[config.mk]
export PLATFORM = sky130hd
export DESIGN_NAME = susb_cell
export DESIGN_NICKNAME = d
export VERILOG_FILES = /design/src/hdl/susb_pkg.sv /design/src/hdl/susb_cell.sv
export SDC_FILE = /design/constraint.sdc
export NUM_CORES = 1
export LEC_CHECK = 0
export ABC_AREA = 1
export BUFFER_PORTS_ARGS = -buffer_cell sky130_fd_sc_hd__buf_2
export CAP_MARGIN = 20
export CORE_MARGIN = 2
export CORE_UTILIZATION = 24
export CTS_BUF_LIST = sky130_fd_sc_hd__clkbuf_16
export CTS_CLUSTER_DIAMETER = 120
export DETAILED_ROUTE_END_ITERATION = 10
export PLACE_DENSITY = 0.5
export SETUP_SLACK_MARGIN = 0.3
export SKIP_LAST_GASP = 1
export SLEW_MARGIN = 20
export SYNTH_ARGS = -nofsm -noshare
export SYNTH_HDL_FRONTEND = slang
export SYNTH_SLANG_ARGS = --single-unit
[constraint.sdc]
create_clock -name clk -period 3.3 [get_ports clk]
set_input_delay 0.33 -clock clk [delete_from_list [all_inputs] [get_ports clk]]
set_output_delay 0.33 -clock clk [all_outputs]
set_load 0.01 [all_outputs]
[src/hdl/susb_pkg.sv]
`default_nettype none

package susb_pkg;

  localparam int unsigned VALUE_W = 32;
  localparam int unsigned INDEX_W = 7;
  localparam int unsigned COUNT_W = 8;

  typedef enum logic {
    REQ_INSERT = 1'b0,
    REQ_READ   = 1'b1
  } req_kind_t;

  typedef struct packed {
    req_kind_t                   req_type;
    logic signed [VALUE_W-1:0]   item_value;
    logic        [INDEX_W-1:0]   read_index;
    logic                        batch_last;
  } request_t;

  typedef struct packed {
    logic                        was_added;
    logic                        dropped_full;
    logic        [COUNT_W-1:0]   entry_count;
    logic signed [VALUE_W-1:0]   read_value;
    logic                        read_valid;
    logic                        batch_done;
  } result_t;

  typedef struct packed {
    logic                        cmp;
    logic                        shift;
    logic signed [VALUE_W-1:0]   value;
  } cell_ctl_t;

endpackage

`default_nettype wire

[src/hdl/susb_cell.sv]
`default_nettype none

module susb_cell (
  input  wire                                       clk,
  input  wire                                       rst,
  input  wire  susb_pkg::cell_ctl_t                 ctl,
  input  wire                                       present,
  input  wire                                       rd_sel,
  input  wire                                       left_present,
  input  wire                                       left_gt,
  input  wire  logic signed [susb_pkg::VALUE_W-1:0] left_entry,
  output logic signed [susb_pkg::VALUE_W-1:0]       entry,
  output logic                                      gt,
  output logic                                      eq,
  output logic        [susb_pkg::VALUE_W-1:0]       rd_value
);

  logic place;

  assign place = !left_gt && left_present && (!present || gt);

  always_ff @(posedge clk) begin
    if (rst) begin
      gt <= 1'b0;
      eq <= 1'b0;
    end else if (ctl.cmp) begin
      gt <= present && (ctl.value < entry);
      eq <= present && (ctl.value == entry);
    end
  end

  always_ff @(posedge clk) begin
    if (ctl.cmp) begin
      rd_value <= (present && rd_sel) ? entry : '0;
    end
  end

  // advance the larger entries by one and drop the new value into its slot
  always_ff @(posedge clk) begin
    if (ctl.shift) begin
      if (left_gt) begin
        entry <= left_entry;
      end else if (place) begin
        entry <= ctl.value;
      end
    end
  end

endmodule

`default_nettype wire

**Word level (Yosys, flattened, before mapping)**

Index checks and enable logic that the tools add are counted.
W data, S select, Z words.

- Register bits: 66
- Input port bits: 72
- Output and inout bits: 66
- Logic and storage cells: 18

- $lt $le $gt $ge: 1
- Equality and inequality tests: 1
- Muxes and demuxes: 2
- Reductions and logical operators: 10

Operators with widths:

| kind | number |
|---|---|
| $mux W32 | 2 |
| $eq A32 B32 Y1 | 1 |
| $lt A32 B32 Y1 | 1 |
| $logic_and A1 B1 Y1 | 5 |
| $logic_not A1 Y1 | 2 |
| $reduce_and A2 Y1 | 1 |
| $reduce_bool A2 Y1 | 1 |
| $logic_or A1 B1 Y1 | 1 |

**Logic depth before layout (Yosys ltp)**

- Word-level depth: 5
- Mapped depth: 16
- Gate-level depth less buffers: 16

**Least setup slack after synthesis**

OpenSTA, ideal clock, no wires.

- Path kind: input port to flip-flop
- Start: input port left_gt
- End: register entry[0] (netlist name) (enable)
- Library setup time: 0.471 ns
- Arrival: 3.012 ns
- Required time: 2.829 ns
- Path slack: -0.182 ns
- Stages: 3
- Path buffers: 1
- Path through: clkbuf_1 -> inv_1 -> a21boi_0

- Cells in the longest elaborated chain, start to end: 5

RTL lines:

| item | RTL line | source |
|---|---|---|
| start: declaration | susb_cell.sv:10 | `input wire left_gt,` |
| $logic_not A1 Y1 | susb_cell.sv:20 | `assign place = !left_gt && left_present && (!present \|\| gt);` |
| $logic_and A1 B1 Y1 (2 in series) | susb_cell.sv:20 |  |
| $reduce_bool A2 Y1 (no line) * | n/a |  |
| $reduce_and A2 Y1 (no line) * | n/a |  |
| end signal: assignment | susb_cell.sv:42 | `entry <= left_entry;` |
| end signal: assignment | susb_cell.sv:44 | `entry <= ctl.value;` |
| end: declaration | susb_cell.sv:12 | `output logic signed [susb_pkg::VALUE_W-1:0] entry,` |

Every way passes the cells marked *; elsewhere a longest branch is shown, timed or not.
A chain may end at the register's enable or synchronous reset.

**Worst setup path after layout**

- Start: register entry[31] (netlist name)
- End: register gt

- Cells in the longest elaborated chain, start to end: 2

RTL lines:

| item | RTL line | source |
|---|---|---|
| $lt A32 B32 Y1 | susb_cell.sv:27 | `gt <= present && (ctl.value < entry);` |
| $logic_and A1 B1 Y1 | susb_cell.sv:27 |  |
| end signal: assignment | susb_cell.sv:27 |  |
| end: declaration | susb_cell.sv:13 | `output logic gt,` |

No other way between the ends.

==> results summary <==
The flow ran to the end, and the final reports show no timing, DRC or antenna violations. Leaving out fill and tap cells, the most frequent cell in the layout is sky130_fd_sc_hd__buf_2. The per-cell via count in the routed design came out at 4.15. The worst voltage drop across the vdd grid came out at ~0.00027 V. The quantity of hold-fixing buffers added after cts came out at 0. The part of the cycle the worst path needs came out at around 56%. The number of inserted diodes is 0. The worst setup path is captured at a flip-flop. The number of fill cells came out at 1,460.

The cell count after synthesis came out at roughly 360. The total count of hold-check failures in the final report is 0. The weighted congestion reported at the end of routability-driven placement came out at 0.737. The final routed DRC violation total is 0.

The required time reported for the critical path endpoint came out at approximately 3.6 ns. The total vias in the final route is 2,842. The slowest stage of the critical path belongs to the cell sky130_fd_sc_hd__edfxtp_1. The library cells used most frequently in the layout, excluding fill and tap cells, are sky130_fd_sc_hd__buf_2, sky130_fd_sc_hd__nand2_1, sky130_fd_sc_hd__edfxtp_1. The power density over the cells is just over 500 nW/um^2. The number of DRC markers after the initial detailed-route iteration came out at between 100 and 150.

The synthesized area per cell came out at 9.64 um^2. The final layout contains routed wiring with a total length of approximately 9.5 mm. The clock net in this run drives a total of 66 sinks. Summing the areas of all compound-gate instances in the mapped netlist gives under 10% of the synthesized area. Among the stages of the critical path, the cell type that occurs most often is sky130_fd_sc_hd__nand2_1. The initial core utilization came out at 24.6%. The largest clock skew in the final design is 0.00852 ns.

Entering global routing, the biggest net connects 34 pins. The number of global-route vias before repair came out at between 2,000 and 3,000. TritonCTS built the clock tree. The floorplan has between 40 and 50 rows. The later-pin clock latency in the skew report came out at ~0.34 ns.

From synthesis to final layout, the design area changed by 36.2%. The share of layout cells above drive strength 1 came out at around 33%. The total routing resource utilization after global routing is between 10% and 20%. The post-synthesis mux area share is 0%. The I/O pin count came out at approximately 140.

The cell class contributing the biggest share of worst-path delay is compound AO/OA/AOI/OAI gates. The slew at the pin closest to its max-slew limit is roughly 0.49 ns. The chip height is approximately 120 um. The total count of max-transition violations in the final report came out at 0. The adder and majority gate portion of the synthesized area is a little under an eighth. The shortest clock period the worst path allows after layout came out at ~1.8 ns. The number of buffers on the longest clock path is 2. The setup path with the least slack is of type reg -> reg. The data arrival time of the worst path came out at around 2.1 ns.

The count of nets left with antenna violations after detail routing is 0. The total design power is about 2400 uW. The number of optimization iterations in the first detailed-route pass is 4. After Yosys synthesis, and, or, nand and nor cells account for a little over a fifth of the synthesized area. The number of nets in the layout came out at roughly 600. The initial antenna violation count is 1. The aggregate global routing overflow is 0. Of all cell types, the one taking the most synthesized area is sky130_fd_sc_hd__edfxtp_1. The placeable core region is 13,900 um^2. Setup repair after global routing left no endpoint under its margin.

The area of the die is 15,300 um^2. Once the clock tree was built, the resizer swapped 0 gates to a different size. Buffers added to address setup during post-CTS repair amount to 0. The flop and latch count out of synthesis is 66. Max-cap violations in this run came to 0. The HPWL after detailed placement is roughly 7.1 mm. Of all nets on the critical path, the largest fanout is 4. The main combinational cell family by area after synthesis is simple AND/OR/NAND/NOR gates. The final setup TNS came out at 0 ns. The share of the yosys chip area belonging to registers came out at between 50% and 60%. The number of buffers and inverters on the critical path came out at 1. In the post-synthesis netlist, the biggest area contributors are sky130_fd_sc_hd__edfxtp_1, sky130_fd_sc_hd__nand2_1, sky130_fd_sc_hd__ha_1. The number of distinct standard cells referenced by the synthesized netlist is 23.

The width of the chip is 124 um. The routed length per instance is 13.9 um. Setup violations remaining at the end of the flow were counted as 0. The post-synthesis net count is 460. The number of warnings issued by yosys came out at 0.

For this design the static power due to leakage is roughly 0.0024 uW. The worst hold path belongs to the class in -> reg. The cell at the root of the clock tree is sky130_fd_sc_hd__clkbuf_16. The critical path startpoint category is a flip-flop. The number of buffers added on ports came out at 137. The number of buffers added by the clock tree synthesis step is 9. The total number of H-tree levels came out at 3. The peak per-stage delay on the critical path came out at just under 0.4 ns. The synthesized netlist occupies a cell area of 3430 um^2. The area share of the largest cell type after synthesis is 56.0%.

The signal on the critical path passes through inv_1, ha_1, a21oi_1, o21a_2, nand2_1, a21oi_1, nand2_1, nand2_1, nand3_2, a21oi_2. The clock slew at the register clock pins of the worst setup and hold paths came out at roughly 0.060 ns. The maximum frequency from static timing analysis is roughly 540 MHz.

The area share of xor/xnor cells in the synthesized design is 0%. The worst pin sits at a relative slew slack of 67.1%. The first global-routing pass estimated between 10 and 15 mm of wire.
[worst reg2reg max path: stages (launching register included)]
cell and delay [ns]:
sky130_fd_sc_hd__edfxtp_1 0.39, sky130_fd_sc_hd__inv_1 0.10, sky130_fd_sc_hd__ha_1 0.30, sky130_fd_sc_hd__a21oi_1 0.19, sky130_fd_sc_hd__o21a_2 0.14, sky130_fd_sc_hd__nand2_1 0.07, sky130_fd_sc_hd__a21oi_1 0.25, sky130_fd_sc_hd__nand2_1 0.09
sky130_fd_sc_hd__nand2_1 0.08, sky130_fd_sc_hd__nand3_2 0.06, sky130_fd_sc_hd__a21oi_2 0.11
[Yosys cell counts, drive strengths merged]
cell type    n
nor4         1
dfxtp        2
nand4        3
clkbuf      10
o21ai        5
a21oi       16
edfxtp      64
nand2      130
nand3        3
a21boi       1
o21a         2
nor2        39
ha          32
a21o         2
nor3         2
inv         44
[layout make-up]
type | instances | area (um^2) | area share (%)
clock buffer | 9 | 225 | 4.82
tap | 180 | 225 | 4.82
sequential | 66 | 1960 | 42.0
inverter | 44 | 165 | 3.53
clock inverter | 7 | 95.1 | 2.03
timing repair buffer | 142 | 723 | 15.5
multi-input combinational | 236 | 1280 | 27.4
[per-stage QoR]
stage	hold slack, ns	utilization (%)	setup slack (ns)	cells	instance area, um^2
finish	0.176	33.5	1.45	684	4670
global route	0.172	33.5	1.27	684	4670
CTS	0.161	33.5	1.39	684	4670
detailed placement	0.463	31.2	1.37	668	4350
global placement	0.456	31.2	1.40	668	4350
floorplan	0.392	-	0.665	356	3430
[power by group]
| group | internal, uW | leakage [uW] | total [uW] | switching (uW) |
|---|---|---|---|---|
| Sequential | 979 | 0.000653 | 998 | 19.2 |
| Clock | 659 | 0.000149 | 1030 | 373 |
| Combinational | 129 | 0.00157 | 328 | 199 |
[worst paths after layout]
check                 start  to  slack (ns)  cells past startpoint
hold reg to reg          eq  eq        0.46                      2
setup reg to reg  entry[31]  gt        1.45                     10
setup / recovery  entry[31]  gt        1.45                     10
hold / removal          rst  gt        0.18                      2
[sequential cells by signal (all words and copies together), names as in the netlist]
name	count
rd_value	32
eq	1
entry	32
gt	1
[routing by layer]
| metal | routed length (um) | vias to the layer above | global-route usage (%) |
|---|---|---|---|
| li1 | - | 1442 | - |
| met1 | 4250 | 1300 | 16.8 |
| met2 | 4380 | 84 | 20.4 |
| met3 | 637 | 14 | 4.03 |
| met4 | 201 | 2 | 5.97 |
| met5 | 13 | - | 0 |
[cells by family (layout without fill, tap and decap cells)]
group                    after synthesis  after routing
buffers and inverters                 54            202
AO/OA/AOI/OAI                         26             26
flip-flops                            66             66
AND/OR/NAND/NOR                      178            178
adder cells (fa/ha/maj)               32             32
(Power assumes the default switching activity.)
